===== src/sv/gda_pkg.sv =====
// types, constants and tables for the gregorian date arithmetic block
package gda_pkg;

    // result status codes
    localparam logic [1:0] STATUS_OK       = 2'd0;
    localparam logic [1:0] STATUS_BAD_DATE = 2'd1;
    localparam logic [1:0] STATUS_YEAR_OVF = 2'd2;

    // year / 100 by reciprocal multiply, exact for years below 4097
    localparam int          RECIP_SHIFT = 19;
    localparam logic [12:0] RECIP_100   = 13'd5243;
    localparam logic [6:0]  CENTURY     = 7'd100;
    localparam logic [8:0]  YEAR_DAYS   = 9'd365;

    // micro-operations of the datapath
    typedef enum logic [3:0] {
        UOP_NOP,
        UOP_LOAD_A,
        UOP_LOAD_B,
        UOP_LEAP_Q,
        UOP_LEAP_F,
        UOP_DN_MUL,
        UOP_DN_ADD,
        UOP_ADD_INIT,
        UOP_MONTH,
        UOP_YEAR,
        UOP_OUT_DIFF,
        UOP_OUT_SUM,
        UOP_OUT_INV,
        UOP_OUT_OVF
    } uop_t;

    // jump conditions, jump taken when true, otherwise fall through
    typedef enum logic [2:0] {
        COND_NEVER,
        COND_ALWAYS,
        COND_INVALID,
        COND_ADD,
        COND_FITS,
        COND_SKIP_YEAR,
        COND_NO_WRAP,
        COND_YEAR_OVF
    } cond_t;

    localparam int UCODE_DEPTH = 32;
    localparam int PC_W        = $clog2(UCODE_DEPTH);

    typedef logic [PC_W-1:0] upc_t;

    typedef struct packed {
        uop_t  op;
        cond_t cond;
        upc_t  target;
    } ucode_t;

    // jump targets
    localparam upc_t S_ADD_INIT = upc_t'(14);
    localparam upc_t S_FITS     = upc_t'(15);
    localparam upc_t S_NEW_YEAR = upc_t'(18);
    localparam upc_t S_YEAR     = upc_t'(21);
    localparam upc_t S_OUT_SUM  = upc_t'(22);
    localparam upc_t S_OUT_INV  = upc_t'(23);
    localparam upc_t S_OUT_OVF  = upc_t'(24);
    localparam upc_t S_NONE     = upc_t'(0);

    // control program
    localparam ucode_t UCODE_ROM [UCODE_DEPTH] = '{
        // date a: load, leap flag, check, branch on operation
        '{UOP_LOAD_A,   COND_NEVER,     S_NONE},
        '{UOP_LEAP_Q,   COND_NEVER,     S_NONE},
        '{UOP_LEAP_F,   COND_NEVER,     S_NONE},
        '{UOP_NOP,      COND_INVALID,   S_OUT_INV},
        '{UOP_NOP,      COND_ADD,       S_ADD_INIT},
        // day number of a, then of b, then the difference
        '{UOP_DN_MUL,   COND_NEVER,     S_NONE},
        '{UOP_DN_ADD,   COND_NEVER,     S_NONE},
        '{UOP_LOAD_B,   COND_NEVER,     S_NONE},
        '{UOP_LEAP_Q,   COND_NEVER,     S_NONE},
        '{UOP_LEAP_F,   COND_NEVER,     S_NONE},
        '{UOP_NOP,      COND_INVALID,   S_OUT_INV},
        '{UOP_DN_MUL,   COND_NEVER,     S_NONE},
        '{UOP_DN_ADD,   COND_NEVER,     S_NONE},
        '{UOP_OUT_DIFF, COND_NEVER,     S_NONE},
        // add days: month walk with whole-year skips from january
        '{UOP_ADD_INIT, COND_NEVER,     S_NONE},
        '{UOP_NOP,      COND_FITS,      S_OUT_SUM},
        '{UOP_NOP,      COND_SKIP_YEAR, S_YEAR},
        '{UOP_MONTH,    COND_NO_WRAP,   S_FITS},
        '{UOP_NOP,      COND_YEAR_OVF,  S_OUT_OVF},
        '{UOP_LEAP_Q,   COND_NEVER,     S_NONE},
        '{UOP_LEAP_F,   COND_ALWAYS,    S_FITS},
        '{UOP_YEAR,     COND_ALWAYS,    S_NEW_YEAR},
        // result steps
        '{UOP_OUT_SUM,  COND_NEVER,     S_NONE},
        '{UOP_OUT_INV,  COND_NEVER,     S_NONE},
        '{UOP_OUT_OVF,  COND_NEVER,     S_NONE},
        // unused entries end the item as a bad date
        '{UOP_OUT_INV,  COND_NEVER,     S_NONE},
        '{UOP_OUT_INV,  COND_NEVER,     S_NONE},
        '{UOP_OUT_INV,  COND_NEVER,     S_NONE},
        '{UOP_OUT_INV,  COND_NEVER,     S_NONE},
        '{UOP_OUT_INV,  COND_NEVER,     S_NONE},
        '{UOP_OUT_INV,  COND_NEVER,     S_NONE},
        '{UOP_OUT_INV,  COND_NEVER,     S_NONE}
    };

    // length of a month, zero for a month code that means nothing
    function automatic logic [4:0] month_days(input logic [3:0] m, input logic leap);
        logic [4:0] len;
        case (m)
            4'd2:                      len = leap ? 5'd29 : 5'd28;
            4'd4, 4'd6, 4'd9, 4'd11:   len = 5'd30;
            4'd1, 4'd3, 4'd5, 4'd7,
            4'd8, 4'd10, 4'd12:        len = 5'd31;
            default:                   len = 5'd0;
        endcase
        return len;
    endfunction

    // days in the months before month m of a common year
    function automatic logic [8:0] days_before(input logic [3:0] m);
        logic [8:0] n;
        case (m)
            4'd2:    n = 9'd31;
            4'd3:    n = 9'd59;
            4'd4:    n = 9'd90;
            4'd5:    n = 9'd120;
            4'd6:    n = 9'd151;
            4'd7:    n = 9'd181;
            4'd8:    n = 9'd212;
            4'd9:    n = 9'd243;
            4'd10:   n = 9'd273;
            4'd11:   n = 9'd304;
            4'd12:   n = 9'd334;
            default: n = 9'd0;
        endcase
        return n;
    endfunction

endpackage


===== src/sv/gregorian_date_arithmetic.sv =====
// top level of the gregorian date arithmetic block, microcoded sequencer
//
// Input channel: in_valid / in_stall with the fields action, day_a, month_a,
// year_a, day_b, month_b, year_b and days_to_add. An item is taken when
// in_valid is high and in_stall is low. One item is worked at a time;
// in_stall is high from the cycle after acceptance until the item's result
// has been written to the output register.
// Output channel: out_valid / out_stall with status, day_difference,
// result_day, result_month and result_year, one result per item.
// The sequencer steps through the control program one control word a cycle,
// except while a finished item holds in its last step; add mode walks months
// and skips whole years from january.
// The output register lets a new item be accepted while a result waits; a
// finished item holds in its last step while an earlier result is stalled.
// Reset clears the sequencer and the output valid flag; nothing is kept
// between items.
module gregorian_date_arithmetic #(
    parameter int YEAR_MAX = 4095
) (
    input  logic               clk,
    input  logic               rst_n,
    input  logic               in_valid,
    output logic               in_stall,
    input  logic               action,
    input  logic [4:0]         day_a,
    input  logic [3:0]         month_a,
    input  logic [11:0]        year_a,
    input  logic [4:0]         day_b,
    input  logic [3:0]         month_b,
    input  logic [11:0]        year_b,
    input  logic [15:0]        days_to_add,
    output logic               out_valid,
    input  logic               out_stall,
    output logic [1:0]         status,
    output logic signed [21:0] day_difference,
    output logic [4:0]         result_day,
    output logic [3:0]         result_month,
    output logic [11:0]        result_year
);

    localparam int          YEAR_LIM = (YEAR_MAX < 4095) ? YEAR_MAX : 4095;
    localparam logic [12:0] LIM_Y    = 13'(YEAR_LIM);
    localparam logic [11:0] LIM_OUT  = 12'(YEAR_LIM);

    // control state
    logic              busy_reg, busy_next;
    gda_pkg::upc_t     pc_reg, pc_next;
    logic              out_valid_reg, out_valid_next;

    // captured item
    logic              act_reg, act_next;
    logic [4:0]        da_reg, da_next, db_reg, db_next;
    logic [3:0]        ma_reg, ma_next, mb_reg, mb_next;
    logic [11:0]       ya_reg, ya_next, yb_reg, yb_next;
    logic [15:0]       add_reg, add_next;

    // working registers
    logic [12:0]       y_reg, y_next;
    logic [3:0]        m_reg, m_next;
    logic [16:0]       d_reg, d_next;
    logic [5:0]        q_reg, q_next;
    logic [5:0]        qp_reg, qp_next;
    logic              leap_reg, leap_next;
    logic [20:0]       acc_reg, acc_next;
    logic [20:0]       na_reg, na_next;

    // output register
    logic [1:0]        status_reg, status_next;
    logic [21:0]       diff_reg, diff_next;
    logic [4:0]        rday_reg, rday_next;
    logic [3:0]        rmon_reg, rmon_next;
    logic [11:0]       ryear_reg, ryear_next;

    // datapath terms
    gda_pkg::ucode_t   uw;
    logic [4:0]        mdays;
    logic [8:0]        year_len;
    logic [25:0]       q_prod;
    logic [12:0]       rem100;
    logic [12:0]       p_year;
    logic [21:0]       mul365;
    logic [20:0]       dn_sum;
    logic [21:0]       diff_val;
    logic              date_bad;
    logic              cond_hit;
    logic              out_hold;

    assign uw       = gda_pkg::UCODE_ROM[pc_reg];
    assign mdays    = gda_pkg::month_days(m_reg, leap_reg);
    assign year_len = leap_reg ? (gda_pkg::YEAR_DAYS + 9'd1) : gda_pkg::YEAR_DAYS;
    assign out_hold = out_valid_reg && out_stall;

    // century quotient and remainder for the leap rule
    assign q_prod = 26'(y_reg * gda_pkg::RECIP_100);
    assign rem100 = y_reg - 13'(q_reg * gda_pkg::CENTURY);

    // day number pieces: (y-1)*365, then the leap corrections and the day
    assign p_year = y_reg - 13'd1;
    assign mul365 = 22'(p_year * gda_pkg::YEAR_DAYS);
    assign dn_sum = acc_reg + 21'(p_year[12:2]) - 21'(qp_reg) + 21'(qp_reg[5:2])
                  + 21'(gda_pkg::days_before(m_reg))
                  + 21'((m_reg > 4'd2) && leap_reg) + 21'(d_reg);
    assign diff_val = {1'b0, na_reg} - {1'b0, acc_reg};

    // date check on the working registers
    assign date_bad = (y_reg == 13'd0) || (y_reg > LIM_Y) || (d_reg == 17'd0)
                   || (d_reg > 17'(mdays));

    // jump condition
    always_comb
    begin
        case (uw.cond)
            gda_pkg::COND_NEVER:     cond_hit = 1'b0;
            gda_pkg::COND_ALWAYS:    cond_hit = 1'b1;
            gda_pkg::COND_INVALID:   cond_hit = date_bad;
            gda_pkg::COND_ADD:       cond_hit = act_reg;
            gda_pkg::COND_FITS:      cond_hit = d_reg <= 17'(mdays);
            gda_pkg::COND_SKIP_YEAR: cond_hit = (m_reg == 4'd1) && (d_reg > 17'(year_len));
            gda_pkg::COND_NO_WRAP:   cond_hit = m_reg != 4'd12;
            gda_pkg::COND_YEAR_OVF:  cond_hit = y_reg > LIM_Y;
            default:                 cond_hit = 1'b0;
        endcase
    end

    // sequencer and datapath next state
    always_comb
    begin
        busy_next      = busy_reg;
        pc_next        = pc_reg;
        out_valid_next = out_valid_reg && out_stall;
        act_next       = act_reg;
        da_next        = da_reg;
        ma_next        = ma_reg;
        ya_next        = ya_reg;
        db_next        = db_reg;
        mb_next        = mb_reg;
        yb_next        = yb_reg;
        add_next       = add_reg;
        y_next         = y_reg;
        m_next         = m_reg;
        d_next         = d_reg;
        q_next         = q_reg;
        qp_next        = qp_reg;
        leap_next      = leap_reg;
        acc_next       = acc_reg;
        na_next        = na_reg;
        status_next    = status_reg;
        diff_next      = diff_reg;
        rday_next      = rday_reg;
        rmon_next      = rmon_reg;
        ryear_next     = ryear_reg;

        if (!busy_reg)
        begin
            // take a new item
            if (in_valid)
            begin
                busy_next = 1'b1;
                pc_next   = '0;
                act_next  = action;
                da_next   = day_a;
                ma_next   = month_a;
                ya_next   = year_a;
                db_next   = day_b;
                mb_next   = month_b;
                yb_next   = year_b;
                add_next  = days_to_add;
            end
        end
        else
        begin
            pc_next = cond_hit ? uw.target : pc_reg + gda_pkg::upc_t'(1);
            case (uw.op)
                gda_pkg::UOP_NOP:
                begin
                end
                gda_pkg::UOP_LOAD_A:
                begin
                    y_next = {1'b0, ya_reg};
                    m_next = ma_reg;
                    d_next = 17'(da_reg);
                end
                gda_pkg::UOP_LOAD_B:
                begin
                    y_next  = {1'b0, yb_reg};
                    m_next  = mb_reg;
                    d_next  = 17'(db_reg);
                    na_next = acc_reg;
                end
                gda_pkg::UOP_LEAP_Q:
                begin
                    q_next = q_prod[gda_pkg::RECIP_SHIFT +: 6];
                end
                gda_pkg::UOP_LEAP_F:
                begin
                    leap_next = ((y_reg[1:0] == 2'd0) && (rem100 != 13'd0))
                             || ((rem100 == 13'd0) && (q_reg[1:0] == 2'd0));
                    qp_next   = (rem100 == 13'd0) ? q_reg - 6'd1 : q_reg;
                end
                gda_pkg::UOP_DN_MUL:
                begin
                    acc_next = mul365[20:0];
                end
                gda_pkg::UOP_DN_ADD:
                begin
                    acc_next = dn_sum;
                end
                gda_pkg::UOP_ADD_INIT:
                begin
                    d_next = 17'(da_reg) + 17'(add_reg);
                end
                gda_pkg::UOP_MONTH:
                begin
                    d_next = d_reg - 17'(mdays);
                    if (m_reg == 4'd12)
                    begin
                        m_next = 4'd1;
                        y_next = y_reg + 13'd1;
                    end
                    else
                    begin
                        m_next = m_reg + 4'd1;
                    end
                end
                gda_pkg::UOP_YEAR:
                begin
                    d_next = d_reg - 17'(year_len);
                    y_next = y_reg + 13'd1;
                end
                gda_pkg::UOP_OUT_DIFF, gda_pkg::UOP_OUT_SUM,
                gda_pkg::UOP_OUT_INV, gda_pkg::UOP_OUT_OVF:
                begin
                    if (out_hold)
                    begin
                        pc_next = pc_reg;
                    end
                    else
                    begin
                        busy_next      = 1'b0;
                        out_valid_next = 1'b1;
                        status_next    = gda_pkg::STATUS_OK;
                        diff_next      = '0;
                        rday_next      = '0;
                        rmon_next      = '0;
                        ryear_next     = '0;
                        case (uw.op)
                            gda_pkg::UOP_OUT_DIFF:
                            begin
                                diff_next = diff_val;
                            end
                            gda_pkg::UOP_OUT_SUM:
                            begin
                                rday_next  = d_reg[4:0];
                                rmon_next  = m_reg;
                                ryear_next = y_reg[11:0];
                            end
                            gda_pkg::UOP_OUT_OVF:
                            begin
                                status_next = gda_pkg::STATUS_YEAR_OVF;
                                rday_next   = 5'd31;
                                rmon_next   = 4'd12;
                                ryear_next  = LIM_OUT;
                            end
                            default:
                            begin
                                status_next = gda_pkg::STATUS_BAD_DATE;
                            end
                        endcase
                    end
                end
                default:
                begin
                end
            endcase
        end
    end

    // control registers
    always_ff @(posedge clk or negedge rst_n)
    begin
        if (!rst_n)
        begin
            busy_reg      <= 1'b0;
            pc_reg        <= '0;
            out_valid_reg <= 1'b0;
        end
        else
        begin
            busy_reg      <= busy_next;
            pc_reg        <= pc_next;
            out_valid_reg <= out_valid_next;
        end
    end

    // payload and working registers
    always_ff @(posedge clk)
    begin
        act_reg    <= act_next;
        da_reg     <= da_next;
        ma_reg     <= ma_next;
        ya_reg     <= ya_next;
        db_reg     <= db_next;
        mb_reg     <= mb_next;
        yb_reg     <= yb_next;
        add_reg    <= add_next;
        y_reg      <= y_next;
        m_reg      <= m_next;
        d_reg      <= d_next;
        q_reg      <= q_next;
        qp_reg     <= qp_next;
        leap_reg   <= leap_next;
        acc_reg    <= acc_next;
        na_reg     <= na_next;
        status_reg <= status_next;
        diff_reg   <= diff_next;
        rday_reg   <= rday_next;
        rmon_reg   <= rmon_next;
        ryear_reg  <= ryear_next;
    end

    // ports
    assign in_stall       = busy_reg;
    assign out_valid      = out_valid_reg;
    assign status         = status_reg;
    assign day_difference = $signed(diff_reg);
    assign result_day     = rday_reg;
    assign result_month   = rmon_reg;
    assign result_year    = ryear_reg;

endmodule


===== config.mk =====
export PLATFORM = sky130hd
export DESIGN_NAME = gregorian_date_arithmetic
export DESIGN_NICKNAME = d
export VERILOG_FILES = /design/src/sv/gda_pkg.sv /design/src/sv/gregorian_date_arithmetic.sv
export SDC_FILE = /design/constraint.sdc
export NUM_CORES = 1
export LEC_CHECK = 0
export ABC_AREA = 1
export BUFFER_PORTS_ARGS = -buffer_cell sky130_fd_sc_hd__buf_2
export CAP_MARGIN = 5
export CORE_ASPECT_RATIO = 0.8
export CORE_MARGIN = 2
export CORE_UTILIZATION = 64
export CTS_CLUSTER_SIZE = 14
export DETAILED_ROUTE_END_ITERATION = 16
export PLACE_DENSITY = 0.91
export SLEW_MARGIN = 10
export SYNTH_ARGS = -nofsm -noshare
export SYNTH_HDL_FRONTEND = slang
export SYNTH_SLANG_ARGS = --single-unit
export TNS_END_PERCENT = 100

===== constraint.sdc =====
create_clock -name clk -period 6 [get_ports clk]
set_input_delay 0.6 -clock clk [delete_from_list [all_inputs] [get_ports clk]]
set_output_delay 0.6 -clock clk [all_outputs]
set_load 0.03 [all_outputs]

After elaboration in Yosys (flattened, before gate mapping)
Memories as Yosys holds them, arrays and structs flattened. A register that Yosys moved wholly into a read port is not among the register bits. Cells that the tools add are included.

Memory bits (read-only): 528. Register bits after elaboration: 200. Input port bits: 63. Memories kept: 2. Latch bits: 0. Memory bits (writable): 0.

Shift operators: 0. Multipliers: 3. Bitwise gates (word level): 3. Add/sub/neg operators: 16. Order comparisons: 6. Equality and inequality tests: 35. Div/mod/pow operators: 0. Muxes and demuxes: 29. Reductions and logical operators: 35.

Memory list: (name not given) (depth 32, bits a word 12, read ports 1, clocked after memory_dff 0, write ports 0, line gregorian_date_arithmetic.sv:88) `assign uw = gda_pkg::UCODE_ROM[pc_reg];`; (name not given) (depth 16, bits a word 9, read ports 1, clocked after memory_dff 1, write ports 0, line gda_pkg.sv:123) `case (m)`.

Operators with widths (number): 17-bit case mux with 5 select lines (1); 13-bit case mux with 4 select lines (1); 4-bit == test (second input constant) (11); 21-bit case mux with 2 select lines (1); 4-bit by 3-bit == test with 1-bit output (second input constant) (8); 13-bit zero test (2); 13-bit by 13-bit multiplier with 25-bit output (second input constant) (1); 5-bit 2-to-1 mux (5); 12-bit 2-to-1 mux (2); 12-bit case mux with 2 select lines (1); 21-bit by 21-bit subtractor with 22-bit output (1); 21-bit by 1-bit adder with 21-bit output (1); 21-bit by 11-bit adder with 21-bit output (1); 21-bit by 17-bit adder with 21-bit output (1); 21-bit by 4-bit adder with 21-bit output (1); 21-bit by 9-bit adder with 21-bit output (1); 13-bit by 9-bit multiplier with 21-bit output (second input constant) (1); 21-bit by 6-bit subtractor with 21-bit output (1); 5-bit by 16-bit adder with 17-bit output (1); 17-bit by 5-bit > comparator with 1-bit output (1); 17-bit by 9-bit > comparator with 1-bit output (1); 17-bit by 5-bit less-or-equal comparator with 1-bit output (1); 17-bit zero test (1); 17-bit by 5-bit subtractor with 17-bit output (1); 46 further kinds (80).

Longest topological paths before layout
Gate-level depths: netlist of run 1.

Word-level depth: 10. Mapped depth: 27.

Worst setup path after synthesis of run 1
Ideal clock, no wire load.

Path type: register -> register. Start: register y_reg[0]. End: register acc_reg[17], data pin. Clock period less this slack: 5459 ps. Arrival: 5198 ps. Cell stages (with the launch flop): 24. Path slack: 541 ps. Required time: 5740 ps. Library setup time: 260 ps. Path through: edfxtp_1 inv_1 ha_1 nand4_1 a21boi_0 o21ai_0 xor2_1 inv_1 ha_1 inv_1 fa_1 inv_1 fa_1 inv_1 fa_1 inv_1 ha_1 a21oi_1 nand2_1 o2bb2ai_1 o21ai_0 or2_2 nand3_1 o21ai_0.

Cells in the longest elaborated chain, start to end: 8. Elaborated cells between the ends (all ways): 9.

RTL lines: from (decl) (line gregorian_date_arithmetic.sv:58) `logic [12:0] y_reg, y_next;`; from (signal assigned) (line gregorian_date_arithmetic.sv:306) `y_reg <= y_next;`; 13-bit by 1-bit subtractor with 13-bit output (*) (line gregorian_date_arithmetic.sv:98) `assign p_year = y_reg - 13'd1;`; 21-bit by 11-bit adder with 21-bit output (line gregorian_date_arithmetic.sv:100) `assign dn_sum = acc_reg + 21'(p_year[12:2]) - 21'(qp_reg) + 21'(qp_reg[5:2])`; 21-bit by 6-bit subtractor with 21-bit output (line gregorian_date_arithmetic.sv:100); 21-bit by 4-bit adder with 21-bit output (line gregorian_date_arithmetic.sv:100); 21-bit by 9-bit adder with 21-bit output (line gregorian_date_arithmetic.sv:101) `+ 21'(gda_pkg::days_before(m_reg))`; 21-bit by 1-bit adder with 21-bit output (line gregorian_date_arithmetic.sv:102) `+ 21'((m_reg > 4'd2) && leap_reg) + 21'(d_reg);`; 21-bit by 17-bit adder with 21-bit output (line gregorian_date_arithmetic.sv:102); 21-bit case mux with 2 select lines (*) (line gregorian_date_arithmetic.sv:173) `case (uw.op)`; to (signal assigned) (line gregorian_date_arithmetic.sv:312) `acc_reg <= acc_next;`; to (decl) (line gregorian_date_arithmetic.sv:64) `logic [20:0] acc_reg, acc_next;`.

Every way passes the cells marked *; elsewhere a longest branch is shown, timed or not. A chain may end at the register's enable or synchronous reset.

Worst setup path after layout of run 1
Start: register y_reg[1]. End: register acc_reg[17], data pin.

Same word-level chain as after synthesis.

==> key figures, run 1 <==
Outcome
  • Status: finished, final reports clean

Hold path
  • Hold_sp: action
  • Worst hold path type: input port to register
  • Worst hold path endpoint: act_reg$_DFFE_PP_
  • Hold depth: 1

Routing
  • First DRT Iteration DRCs: 1814
  • Total wire length: between 50 and 60 mm
  • Number of detailed-route iterations in the first pass: 6
  • Drt wl/cell: ~19 um
  • DRC violations left: 0
  • ANT nets after route: 0
  • Detailed-route via count: 17134
  • Average vias per placed instance: 5.91

Timing
  • Clock period minus worst slack: roughly 5.6 ns
  • Final setup fails: 0
  • Fmax: about 180 MHz
  • Transition at the pin with the smallest max-transition slack: 1.19 ns
  • Number of max-slew violations in the final report: 0
  • Post-Route Skew: 0.0362 ns
  • Number of hold violations in the final report: 0
  • Unrepaired setup endpoints after global routing: no
  • Post-route fraction of the period consumed by the critical path: about 93%
  • Setup tns final: 0 ns
  • Rel. slew slack: between 10% and 20%

Placement
  • DP HPWL: 42.7 mm
  • Gpl congestion: 0.986
  • Count of input and output buffers: roughly 110

Clocking
  • Total setup buffers inserted after CTS: 0
  • Later-pin clock latency in the skew report: 0.56 ns
  • Total clock buffers created by CTS: 24
  • Number of sinks driven by the clock tree: 209
  • Clock Pin Slew Worst Setup and Hold Paths: 0.07 ns
  • Root buffer cell: sky130_fd_sc_hd__clkbuf_16
  • Clock tree from TritonCTS: yes
  • Maximum count of clock buffers along a single path: 3
  • CTS H-Tree Depth: 1

Critical path
  • Slowest cell on the critical path: sky130_fd_sc_hd__fa_1
  • Minimum setup slack among reg-to-reg paths: approximately 0.43 ns
  • Worst flop-to-flop path startpoint: y_reg[1]$_DFFE_PP_
  • Category of cells accounting for the largest share of critical-path delay: adder cells
  • Nature of the critical path endpoint: register
  • Count of buffering cells on the critical path with inverters included: 6
  • Cells along the critical path: inv_1 > ha_2 > nand4_1 > a21boi_2 > o21ai_0 > xor2_1 > inv_1 > ha_1 > inv_1 > fa_1 > inv_1 > fa_1 > inv_1 > fa_1 > inv_1 > ha_1 > a21oi_2 > nand2_1 > o2bb2ai_1 > o21ai_0 > or2_2 > nand3_1 > o21ai_0
  • CP max stage delay: 0.55 ns
  • Library cell appearing most often on the critical path: sky130_fd_sc_hd__inv_1
  • Req. time, crit path: 6.30 ns
  • Critical path class: register to register
  • Cell depth of the worst flop-to-flop path: 23
  • Beginning of the critical path: y_reg[1]$_DFFE_PP_
  • Maximum net fanout on the critical path: 6
  • Endpoint of the most critical register-to-register path: acc_reg[17]$_DFFE_PP_
  • Data arrival at the endpoint of the critical path: approximately 6 ns
  • Type of element launching the critical path: register

GRT
  • Via count of the first global-routing pass: 16955
  • Number of antenna violations at the first check in global routing: 0
  • First-pass GRT wire length: 86.5 mm
  • GRT Residual Overflow: 0
  • Overall track demand over capacity in global routing: 33.1%
  • Pin count of the biggest net entering global routing: 33

Floorplan
  • Standard cell core area: between 30000 and 40000 um2
  • Starting Density: 65.1%
  • Die height: about 160 um
  • Die outline width: 204 um
  • Number of cell rows: 58
  • I/O Pins: 110
  • Die Outline Area: 33400 um2

Synthesis
  • Mapped Nets: ~2800
  • Synth Instances: roughly 2300
  • Warnings from Yosys: 0
  • Top cells by area, synth: sky130_fd_sc_hd__edfxtp_1 28%, sky130_fd_sc_hd__ha_1 19%, sky130_fd_sc_hd__fa_1 12%, sky130_fd_sc_hd__inv_1 8.0%, sky130_fd_sc_hd__nand2_1 7.4%
  • Cell area after synthesis: between 20000 and 25000 um2
  • Mean cell area of the mapped netlist: 8.81 um2
  • Share of Yosys cell area claimed by the top area cell type: between 20 and 30%
  • Synth unique cells: 55
  • Post-synth top area cell: sky130_fd_sc_hd__edfxtp_1
  • Sequential-to-total area share from yosys stat: a little under a third
  • Number of register bits inferred by synthesis: 209

Finish
  • Fill count: roughly 2200
  • Number of nets in the finished design: 2963
  • Multi-input gate area in the final layout: 12500 um2
  • Fraction of layout cells with a size suffix above 1: 9.36%
  • Area grow syn2layout: 9.76%
  • Register area: 6150 um2
  • Most frequent standard cell in the layout excluding fill and tap cells: sky130_fd_sc_hd__inv_1
  • Antenna Cells: 0
  • Number of flip-flops under the largest register name: 22
  • Highest-count cells in the layout ignoring fill and taps: 437 x sky130_fd_sc_hd__inv_1, 404 x sky130_fd_sc_hd__nand2_1, 313 x sky130_fd_sc_hd__ha_1, 193 x sky130_fd_sc_hd__edfxtp_1, 153 x sky130_fd_sc_hd__a21oi_1

Run
  • Number of maximum-capacitance violations: 0
synthesized netlist by cell type (all sizes together):
| master | number |
|---|---|
| nor3 | 34 |
| a21boi | 3 |
| o311ai | 5 |
| nand3b | 6 |
| clkbuf | 10 |
| o21ai | 141 |
| or2 | 11 |
| xnor2 | 19 |
| a21o | 15 |
| edfxtp | 193 |
| dfrtp | 7 |
| o2111ai | 3 |
| nand3 | 121 |
| xor2 | 57 |
| o221ai | 2 |
| clkinv | 2 |
| inv | 446 |
| nor2 | 131 |
| nand2 | 412 |
| nor3b | 3 |
| nand4 | 25 |
| ha | 314 |
| o21bai | 9 |
| a211o | 1 |
| nor4 | 1 |
| a31oi | 8 |
| a21oi | 158 |
| buf | 14 |
| fa | 124 |
| o21a | 8 |
| o211ai | 10 |
| a211oi | 2 |
| a221oi | 5 |
| o22ai | 5 |
| a22oi | 2 |
| o2bb2ai | 1 |
| o31ai | 4 |
| dfxtp | 9 |
metal layers:
layer | vias up | wire, um | track usage (%)
li1 | 7984 | - | -
met1 | 8015 | 21700 | 41.8
met2 | 947 | 25200 | 55.5
met3 | 188 | 5040 | 7.24
met4 | 0 | 2410 | 13.5
met5 | - | 0 | 0
kinds of logic after synthesis:
logic type / Yosys count / synth area share [%]
DFF: 209 / 30.1
and+or+nand+nor: 744 / 15.9
buffers and inverters: 472 / 8.90
AOI/OAI and AO/OA: 382 / 10.6
xor gates and xnor gates: 76 / 3.25
adders and majority gates: 438 / 31.3
worst max-delay path by stage:
stage / to / slack (ns) / cells past startpoint
after floorplan: acc_reg[17]$_DFFE_PP_ / 0.54 / 23
after global placement: acc_reg[17]$_DFFE_PP_ / 0.54 / 23
after detailed placement: acc_reg[17]$_DFFE_PP_ / 0.35 / 23
after CTS: acc_reg[17]$_DFFE_PP_ / 0.26 / 23
after global routing: acc_reg[17]$_DFFE_PP_ / 0.02 / 23
final: acc_reg[17]$_DFFE_PP_ / 0.43 / 23
area by class of cell:
cell class	instances	share of cell area, %
Sequential cell	209	27.4
Inverter	448	7.51
Timing Repair Buffer	139	3.44
Clock inverter	16	0.803
Clock buffer	27	2.73
Tap cell	420	2.34
Multi-Input combinational cell	1640	55.8
repair_timing:
item,4_1_cts,5_1_grt
endpoints found under the setup margin,0,2
resized for setup,0,6
hold endpoints to repair,7,0
hold buffers,1,0
worst reg2reg max path: stages (launching register included):
cell	delay (ns)
sky130_fd_sc_hd__edfxtp_1	0.49
sky130_fd_sc_hd__inv_1	0.15
sky130_fd_sc_hd__ha_2	0.26
sky130_fd_sc_hd__nand4_1	0.22
sky130_fd_sc_hd__a21boi_2	0.21
sky130_fd_sc_hd__o21ai_0	0.11
sky130_fd_sc_hd__xor2_1	0.21
sky130_fd_sc_hd__inv_1	0.10
sky130_fd_sc_hd__ha_1	0.31
sky130_fd_sc_hd__inv_1	0.09
sky130_fd_sc_hd__fa_1	0.55
sky130_fd_sc_hd__inv_1	0.05
sky130_fd_sc_hd__fa_1	0.48
sky130_fd_sc_hd__inv_1	0.06
sky130_fd_sc_hd__fa_1	0.52
sky130_fd_sc_hd__inv_1	0.04
sky130_fd_sc_hd__ha_1	0.37
sky130_fd_sc_hd__a21oi_2	0.19
sky130_fd_sc_hd__nand2_1	0.08
sky130_fd_sc_hd__o2bb2ai_1	0.27
sky130_fd_sc_hd__o21ai_0	0.15
sky130_fd_sc_hd__or2_2	0.29
sky130_fd_sc_hd__nand3_1	0.06
sky130_fd_sc_hd__o21ai_0	0.09
metrics by stage:
step	setup slack (ns)	utilization, %	instance area [um2]	hold WS, ns	std cells
6_report	0.432	71.4	22400	0.211	2899
5_1_grt	0.0244	71.4	22400	0.208	2899
4_1_cts	0.260	71.4	22400	0.197	2899
3_5_place_dp	0.351	68.8	21600	0.436	2855
3_3_place_gp	0.538	68.8	21600	0.427	2855
2_1_floorplan	0.541	-	20500	0.304	2321
Power of run 1 is not shown: default switching activity piles up to over one toggle a cycle in this logic, so the estimate is an artifact.
==> inputs of run 2 (changes only) <==
--- a/config.mk
+++ b/config.mk
@@ -10,10 +10,11 @@
 export CAP_MARGIN = 5
 export CORE_ASPECT_RATIO = 0.8
 export CORE_MARGIN = 2
-export CORE_UTILIZATION = 64
+export CORE_UTILIZATION = 65
+export CTS_BUF_LIST = sky130_fd_sc_hd__clkbuf_8
 export CTS_CLUSTER_SIZE = 14
 export DETAILED_ROUTE_END_ITERATION = 16
-export PLACE_DENSITY = 0.91
+export PLACE_DENSITY = 0.92
 export SLEW_MARGIN = 10
 export SYNTH_ARGS = -nofsm -noshare
 export SYNTH_HDL_FRONTEND = slang
==> run 2 against run 1 <==
  * Setup slack got worse by 0.081 ns
  * Register-to-register slack got worse by 0.08 ns
  * Final cell count increased by 0.79%
  * Sequential cell count unchanged
  * Clock skew decreased by 0.019 ns
  * Via count increased by 0.34%
  * Critical endpoint unchanged
==> key figures, run 2 (synthesized netlist as in run 1, its figures left out) <==
Finish
  • Area grow syn2layout: 9.34%
  • Number of nets in the finished design: 2976 (+0.44%)
  • Fraction of layout cells with a size suffix above 1: 9.47% (+0.11 points)
  • Antenna Cells: 0 (unchanged)
  • Register area: 6150 um2 (unchanged)
  • Number of flip-flops under the largest register name: 22 (unchanged)
  • Most frequent standard cell in the layout excluding fill and tap cells: sky130_fd_sc_hd__inv_1
  • Multi-input gate area in the final layout: 12500 um2 (-0.11%)
  • Fill count: 2279 (+3.4%)
  • Highest-count cells in the layout ignoring fill and taps: 450 x sky130_fd_sc_hd__inv_1, 404 x sky130_fd_sc_hd__nand2_1, 314 x sky130_fd_sc_hd__ha_1, 193 x sky130_fd_sc_hd__edfxtp_1, 156 x sky130_fd_sc_hd__a21oi_1

Critical path
  • Type of element launching the critical path: register
  • Maximum net fanout on the critical path: 6 (unchanged)
  • Data arrival at the endpoint of the critical path: 5.94 ns (+0.07 ns)
  • Endpoint of the most critical register-to-register path: acc_reg[17]$_DFFE_PP_
  • Worst flop-to-flop path startpoint: y_reg[1]$_DFFE_PP_
  • Req. time, crit path: 6.30 ns (about the same)
  • Nature of the critical path endpoint: register
  • Minimum setup slack among reg-to-reg paths: 0.35 ns (-0.08 ns)
  • Critical path class: register to register
  • Cell depth of the worst flop-to-flop path: 21 (-8.7%)

Routing
  • Drt wl/cell: 18.3 um (-2.2%)
  • ANT nets after route: 0 (unchanged)
  • Detailed-route via count: 17192 (+0.34%)
  • Number of detailed-route iterations in the first pass: 6 (unchanged)
  • First DRT Iteration DRCs: 1744 (-3.9%)
  • DRC violations left: 0 (unchanged)
  • Total wire length: 53.6 mm (-1.5%)
  • Average vias per placed instance: 5.88 (-0.45%)

GRT
  • Via count of the first global-routing pass: 16900 (-0.32%)
  • GRT Residual Overflow: 0 (unchanged)
  • Overall track demand over capacity in global routing: 33.0% (-0.10 points)
  • Pin count of the biggest net entering global routing: 33 (unchanged)
  • First-pass GRT wire length: 85.5 mm (-1.1%)
  • Number of antenna violations at the first check in global routing: 0 (unchanged)

Timing
  • Rel. slew slack: 28.1% (+8.1 points)
  • Transition at the pin with the smallest max-transition slack: 1.07 ns (-0.121 ns)
  • Clock period minus worst slack: 5.65 ns (+0.0813 ns)
  • Number of hold violations in the final report: 0 (unchanged)
  • Post-route fraction of the period consumed by the critical path: 94.2% (+1.4 points)
  • Number of max-slew violations in the final report: 0 (unchanged)
  • Final setup fails: 0 (unchanged)
  • Unrepaired setup endpoints after global routing: no
  • Fmax: 177 MHz (-1.4%)
  • Setup tns final: 0 ns (unchanged)
  • Post-Route Skew: 0.0168 ns (-0.0194 ns)

Clocking
  • Root buffer cell: sky130_fd_sc_hd__clkbuf_8
  • Maximum count of clock buffers along a single path: 3 (unchanged)
  • Total setup buffers inserted after CTS: 0 (unchanged)
  • Total clock buffers created by CTS: 36 (+50%)
  • Number of sinks driven by the clock tree: 209 (unchanged)
  • CTS H-Tree Depth: 2 (+1)
  • Clock Pin Slew Worst Setup and Hold Paths: 0.07 ns (about the same)
  • Clock tree from TritonCTS: yes
  • Later-pin clock latency in the skew report: 0.55 ns (about the same)

Run
  • Number of maximum-capacitance violations: 0 (unchanged)

Outcome
  • Status: finished, final reports clean

Placement
  • Count of input and output buffers: 109 (unchanged)
  • DP HPWL: 42.2 mm (-1.1%)
  • Gpl congestion: 0.947 (-3.9%)

Floorplan
  • Die outline width: 202 um (-0.76%)
  • Starting Density: 65.5% (+0.45 points)
  • Die Outline Area: 32900 um2 (-1.5%)
  • Die height: 163 um (-0.75%)
  • I/O Pins: 110 (unchanged)
  • Number of cell rows: 58 (unchanged)
  • Standard cell core area: 31200 um2 (-0.69%)

Hold path
  • Worst hold path endpoint: act_reg$_DFFE_PP_
  • Hold_sp: action
  • Worst hold path type: input port to register
  • Hold depth: 1 (unchanged)
[run 2: changes by cell type in the layout (fill, tap and decap cells not counted), moves of 2 or more]
cell,change
sky130_fd_sc_hd__clkbuf_1,-3
sky130_fd_sc_hd__clkbuf_8,+38
sky130_fd_sc_hd__clkinvlp_4,-2
sky130_fd_sc_hd__clkbuf_16,-24
sky130_fd_sc_hd__a21oi_1,+3
sky130_fd_sc_hd__inv_1,+13
sky130_fd_sc_hd__a21oi_2,-3
sky130_fd_sc_hd__clkinv_1,+4
[run 2: what timing repair did]
| item | CTS | global route |
|---|---|---|
| endpoints found under the hold margin | 7 | 0 |
| gates resized for setup | 0 | 2 |
| setup endpoints to repair | 0 | 3 |
| hold buffers | 1 | 0 |
[run 2: cell type report]
| class | instances | area share, % |
|---|---|---|
| flip-flops and latches | 209 | 27.5 |
| inverters | 448 | 7.54 |
| clock inverters | 27 | 0.839 |
| clock buffers | 38 | 2.34 |
| multi-input cells | 1640 | 55.9 |
| repair buffers | 140 | 3.49 |
| well taps | 420 | 2.35 |
[run 2: critical path, stage by stage (launching register included)]
cell and delay (ns):
sky130_fd_sc_hd__edfxtp_1 0.48, sky130_fd_sc_hd__inv_1 0.13, sky130_fd_sc_hd__ha_1 0.30, sky130_fd_sc_hd__nand4_1 0.27, sky130_fd_sc_hd__a21boi_2 0.24, sky130_fd_sc_hd__xor2_1 0.33
sky130_fd_sc_hd__ha_1 0.39, sky130_fd_sc_hd__xor2_1 0.20, sky130_fd_sc_hd__ha_1 0.30, sky130_fd_sc_hd__fa_1 0.48, sky130_fd_sc_hd__inv_1 0.05, sky130_fd_sc_hd__fa_1 0.52
sky130_fd_sc_hd__inv_1 0.04, sky130_fd_sc_hd__ha_1 0.34, sky130_fd_sc_hd__a21o_1 0.18, sky130_fd_sc_hd__a21oi_1 0.26, sky130_fd_sc_hd__nor2_1 0.07, sky130_fd_sc_hd__o2bb2ai_1 0.22
sky130_fd_sc_hd__o21ai_0 0.13, sky130_fd_sc_hd__or2_2 0.28, sky130_fd_sc_hd__nand3_1 0.07, sky130_fd_sc_hd__o21ai_0 0.10
[run 2: worst max path at each step]
stage,from,endpoint,slack (ns),cells past startpoint
after global placement,y_reg[1]$_DFFE_PP_,acc_reg[17]$_DFFE_PP_,0.52,23
after CTS,y_reg[1]$_DFFE_PP_,acc_reg[17]$_DFFE_PP_,0.28,23
after floorplan,y_reg[0]$_DFFE_PP_,acc_reg[17]$_DFFE_PP_,0.54,23
after detailed placement,y_reg[1]$_DFFE_PP_,acc_reg[17]$_DFFE_PP_,0.34,23
final,y_reg[1]$_DFFE_PP_,acc_reg[17]$_DFFE_PP_,0.35,21
after global routing,y_reg[1]$_DFFE_PP_,acc_reg[17]$_DFFE_PP_,0.01,23
[run 2: through the flow]
stage / instance area, um2 / setup slack (ns) / utilization, % / cells / hold slack, ns
after floorplan: 20500 / 0.541 / - / 2321 / 0.304
after global placement: 21600 / 0.517 / 69.3 / 2856 / 0.428
after detailed placement: 21600 / 0.342 / 69.3 / 2856 / 0.435
after CTS: 22400 / 0.277 / 71.6 / 2922 / 0.206
after global routing: 22400 / 0.0102 / 71.7 / 2922 / 0.213
final: 22400 / 0.351 / 71.7 / 2922 / 0.227
[run 2: metal layers]
layer	GRT usage [%]	up-vias	share of wire [%]
met3	5.80	232	9.0
met4	16.5	0	5.3
met2	52.9	990	45
met5	0	-	0
li1	-	8006	-
met1	43.5	7964	41
Power of run 2 is left out for the same reason.
==> inputs of run 3 (changes only) <==
--- a/config.mk
+++ b/config.mk
@@ -10,11 +10,12 @@
 export CAP_MARGIN = 5
 export CORE_ASPECT_RATIO = 0.8
 export CORE_MARGIN = 2
-export CORE_UTILIZATION = 65
+export CORE_UTILIZATION = 60
 export CTS_BUF_LIST = sky130_fd_sc_hd__clkbuf_8
 export CTS_CLUSTER_SIZE = 14
 export DETAILED_ROUTE_END_ITERATION = 16
-export PLACE_DENSITY = 0.92
+export GPL_TIMING_DRIVEN = 0
+export PLACE_DENSITY = 0.86
 export SLEW_MARGIN = 10
 export SYNTH_ARGS = -nofsm -noshare
 export SYNTH_HDL_FRONTEND = slang
==> run 3 against run 2 <==
  * Sequential share of layout area is 0.36 points lower
  * Via count shrank 1.4%
  * Register-to-register slack worse by 0.14 ns
  * Critical endpoint unchanged
==> key figures, run 3 (synthesized netlist as in run 1, its figures left out) <==
Critical path
  • Nature of the critical path endpoint: register
  • Cells along the critical path: clkinvlp_4 > ha_1 > nand2_1 > nand2_1 > nand2_1 > nand3_1 > xor2_1 > ha_1 > xor2_1 > ha_1 > inv_1 > fa_1 > fa_1 > inv_1 > ha_1 > nand3_1 > nand2_1 > a21oi_2 > nor2_1 > o2bb2ai_1 > o21ai_0 > or2_2 > nand3_1 > o21ai_0
  • Endpoint of the most critical register-to-register path: acc_reg[17]$_DFFE_PP_
  • CP max stage delay: 0.56 ns (+0.04 ns)
  • Data arrival at the endpoint of the critical path: 6.08 ns (+0.14 ns)
  • Cell depth of the worst flop-to-flop path: 24 (+14%)
  • Count of buffering cells on the critical path with inverters included: 3 (unchanged)
  • Slowest cell on the critical path: sky130_fd_sc_hd__fa_1
  • Type of element launching the critical path: register
  • Category of cells accounting for the largest share of critical-path delay: adder cells
  • Worst flop-to-flop path startpoint: y_reg[2]$_DFFE_PP_
  • Minimum setup slack among reg-to-reg paths: 0.21 ns (-0.14 ns)
  • Req. time, crit path: 6.29 ns (about the same)
  • Maximum net fanout on the critical path: 8 (+2)
  • Critical path class: register to register

Floorplan
  • Number of cell rows: 60 (+3.4%)
  • Standard cell core area: 33600 um2 (+7.8%)
  • Die outline width: 210 um (+4.0%)
  • Die Outline Area: 35600 um2 (+8.1%)
  • Starting Density: 60.8% (-4.7 points)
  • I/O Pins: 110 (unchanged)
  • Die height: 169 um (+4.0%)

Routing
  • Average vias per placed instance: 5.72 (-2.9%)
  • ANT nets after route: 0 (unchanged)
  • Total wire length: 51.3 mm (-4.3%)
  • Drt wl/cell: 17.3 um (-5.7%)
  • Detailed-route via count: 16951 (-1.4%)
  • Number of detailed-route iterations in the first pass: 8 (+2)
  • DRC violations left: 0 (unchanged)
  • First DRT Iteration DRCs: 1658 (-4.9%)

Timing
  • Post-Route Skew: 0.0244 ns (+0.00755 ns)
  • Fmax: 173 MHz (-2.4%)
  • Final setup fails: 0 (unchanged)
  • Rel. slew slack: 21.5% (-6.6 points)
  • Post-route fraction of the period consumed by the critical path: 96.5% (+2.3 points)
  • Clock period minus worst slack: 5.79 ns (+0.141 ns)
  • Number of max-slew violations in the final report: 0 (unchanged)
  • Number of hold violations in the final report: 0 (unchanged)
  • Transition at the pin with the smallest max-transition slack: 1.17 ns (+0.0979 ns)

Clocking
  • Total clock buffers created by CTS: 37 (+2.8%)
  • Number of sinks driven by the clock tree: 209 (unchanged)
  • Maximum count of clock buffers along a single path: 3 (unchanged)
  • CTS H-Tree Depth: 2 (unchanged)
  • Root buffer cell: sky130_fd_sc_hd__clkbuf_8
  • Clock Pin Slew Worst Setup and Hold Paths: 0.07 ns (about the same)
  • Later-pin clock latency in the skew report: 0.57 ns (+0.02 ns)
  • Clock tree from TritonCTS: yes

Finish
  • Final instance area: 22700 um2 (+1.3%)
  • Fraction of layout cells with a size suffix above 1: 11.1% (+1.6 points)
  • Most frequent standard cell in the layout excluding fill and tap cells: sky130_fd_sc_hd__inv_1
  • Number of flip-flops under the largest register name: 22 (unchanged)
  • Fill count: 2594 (+14%)
  • Highest-count cells in the layout ignoring fill and taps: 440 x sky130_fd_sc_hd__inv_1, 404 x sky130_fd_sc_hd__nand2_1, 312 x sky130_fd_sc_hd__ha_1, 193 x sky130_fd_sc_hd__edfxtp_1, 154 x sky130_fd_sc_hd__a21oi_1
  • Area grow syn2layout: 10.8%
  • Number of nets in the finished design: 3008 (+1.1%)

Hold path
  • Worst hold path endpoint: db_reg[1]$_DFFE_PP_
  • Worst hold path type: input port to register
  • Hold_sp: day_b[1]
  • Hold depth: 1 (unchanged)

GRT
  • Number of antenna violations at the first check in global routing: 1 (+1)
  • Via count of the first global-routing pass: 16877 (-0.14%)
  • Overall track demand over capacity in global routing: 29.0% (-4.0 points)
  • First-pass GRT wire length: 82.8 mm (-3.2%)
  • GRT Residual Overflow: 0 (unchanged)
  • Pin count of the biggest net entering global routing: 33 (unchanged)

Outcome
  • Status: finished, final reports clean

Run
  • Number of maximum-capacitance violations: 0 (unchanged)

Placement
  • Count of input and output buffers: 109 (unchanged)
  • Gpl congestion: 1.00 (+5.6%)
  • DP HPWL: 40.3 mm (-4.6%)
  • Area post-placement: 21700 um2 (about the same)
==> run 3: cell types whose count changed in the layout (fill, tap and decap cells not counted), moves of 5 or more <==
cell	previous run	this run
sky130_fd_sc_hd__buf_4	30	35
sky130_fd_sc_hd__inv_1	450	440
sky130_fd_sc_hd__clkinvlp_4	0	7
sky130_fd_sc_hd__buf_6	0	5
sky130_fd_sc_hd__clkbuf_1	0	10
sky130_fd_sc_hd__buf_2	109	116
==> run 3: worst register-to-register path, cell delays in order, from the launching register on <==
cell and delay (ns):
sky130_fd_sc_hd__edfxtp_1 0.48, sky130_fd_sc_hd__clkinvlp_4 0.26, sky130_fd_sc_hd__ha_1 0.27, sky130_fd_sc_hd__nand2_1 0.08
sky130_fd_sc_hd__nand2_1 0.08, sky130_fd_sc_hd__nand2_1 0.11, sky130_fd_sc_hd__nand3_1 0.09, sky130_fd_sc_hd__xor2_1 0.48
sky130_fd_sc_hd__ha_1 0.42, sky130_fd_sc_hd__xor2_1 0.21, sky130_fd_sc_hd__ha_1 0.28, sky130_fd_sc_hd__inv_1 0.05
sky130_fd_sc_hd__fa_1 0.46, sky130_fd_sc_hd__fa_1 0.56, sky130_fd_sc_hd__inv_1 0.06, sky130_fd_sc_hd__ha_1 0.35
sky130_fd_sc_hd__nand3_1 0.12, sky130_fd_sc_hd__nand2_1 0.10, sky130_fd_sc_hd__a21oi_2 0.23, sky130_fd_sc_hd__nor2_1 0.06
sky130_fd_sc_hd__o2bb2ai_1 0.20, sky130_fd_sc_hd__o21ai_0 0.13, sky130_fd_sc_hd__or2_2 0.29, sky130_fd_sc_hd__nand3_1 0.08
sky130_fd_sc_hd__o21ai_0 0.09
==> run 3: worst max-delay path by stage <==
stage | start | endpoint | slack, ns | depth (start not counted)
after floorplan | y_reg[0]$_DFFE_PP_ | acc_reg[17]$_DFFE_PP_ | 0.54 | 23
after global placement | y_reg[0]$_DFFE_PP_ | acc_reg[17]$_DFFE_PP_ | -0.59 | 23
after detailed placement | y_reg[0]$_DFFE_PP_ | acc_reg[17]$_DFFE_PP_ | -0.76 | 23
after CTS | y_reg[1]$_DFFE_PP_ | acc_reg[17]$_DFFE_PP_ | 0.01 | 22
after global routing | y_reg[2]$_DFFE_PP_ | acc_reg[17]$_DFFE_PP_ | -0.03 | 25
final | y_reg[2]$_DFFE_PP_ | acc_reg[17]$_DFFE_PP_ | 0.21 | 24
==> run 3: timing repair <==
item                                    4_1_cts  5_1_grt
endpoints found under the hold margin         7        0
resized for setup                             8       15
hold buffers                                  1        0
pin swaps                                     0        2
endpoints found under the setup margin        8        8
setup buffers                                10       21
==> run 3: area by class of cell <==
class	count	area [um2]	area share, %
Tap cell	434	543	2.40
Multi-Input combinational cell	1640	12600	55.6
Buffer	24	133	0.585
Timing Repair Buffer	147	873	3.85
Antenna cell	1	2.50	0.0110
Clock buffer	40	551	2.43
Inverter	448	1700	7.52
Clock inverter	23	106	0.469
Sequential cell	209	6150	27.1
==> run 3: per-stage QoR <==
step	utilization, %	setup slack (ns)	hold slack [ns]	TNS [ns]	cells
after floorplan	-	0.541	0.304	0	2321
after global placement	64.0	-0.594	0.429	-2.60	2864
after detailed placement	64.4	-0.758	0.432	-3.94	2870
after CTS	66.7	0.0137	0.189	0	2944
after global routing	67.4	-0.0275	0.201	-0.0561	2965
final	67.4	0.210	0.214	0	2966
==> run 3: routing by layer <==
| layer | up-vias | GRT usage [%] | wire [um] |
|---|---|---|---|
| li1 | 8074 | - | - |
| met5 | - | 0 | 0 |
| met3 | 131 | 5.72 | 4590 |
| met1 | 7962 | 38.3 | 21200 |
| met4 | 0 | 8.42 | 1480 |
| met2 | 784 | 48.7 | 24000 |
Power of run 3 is left out for the same reason.
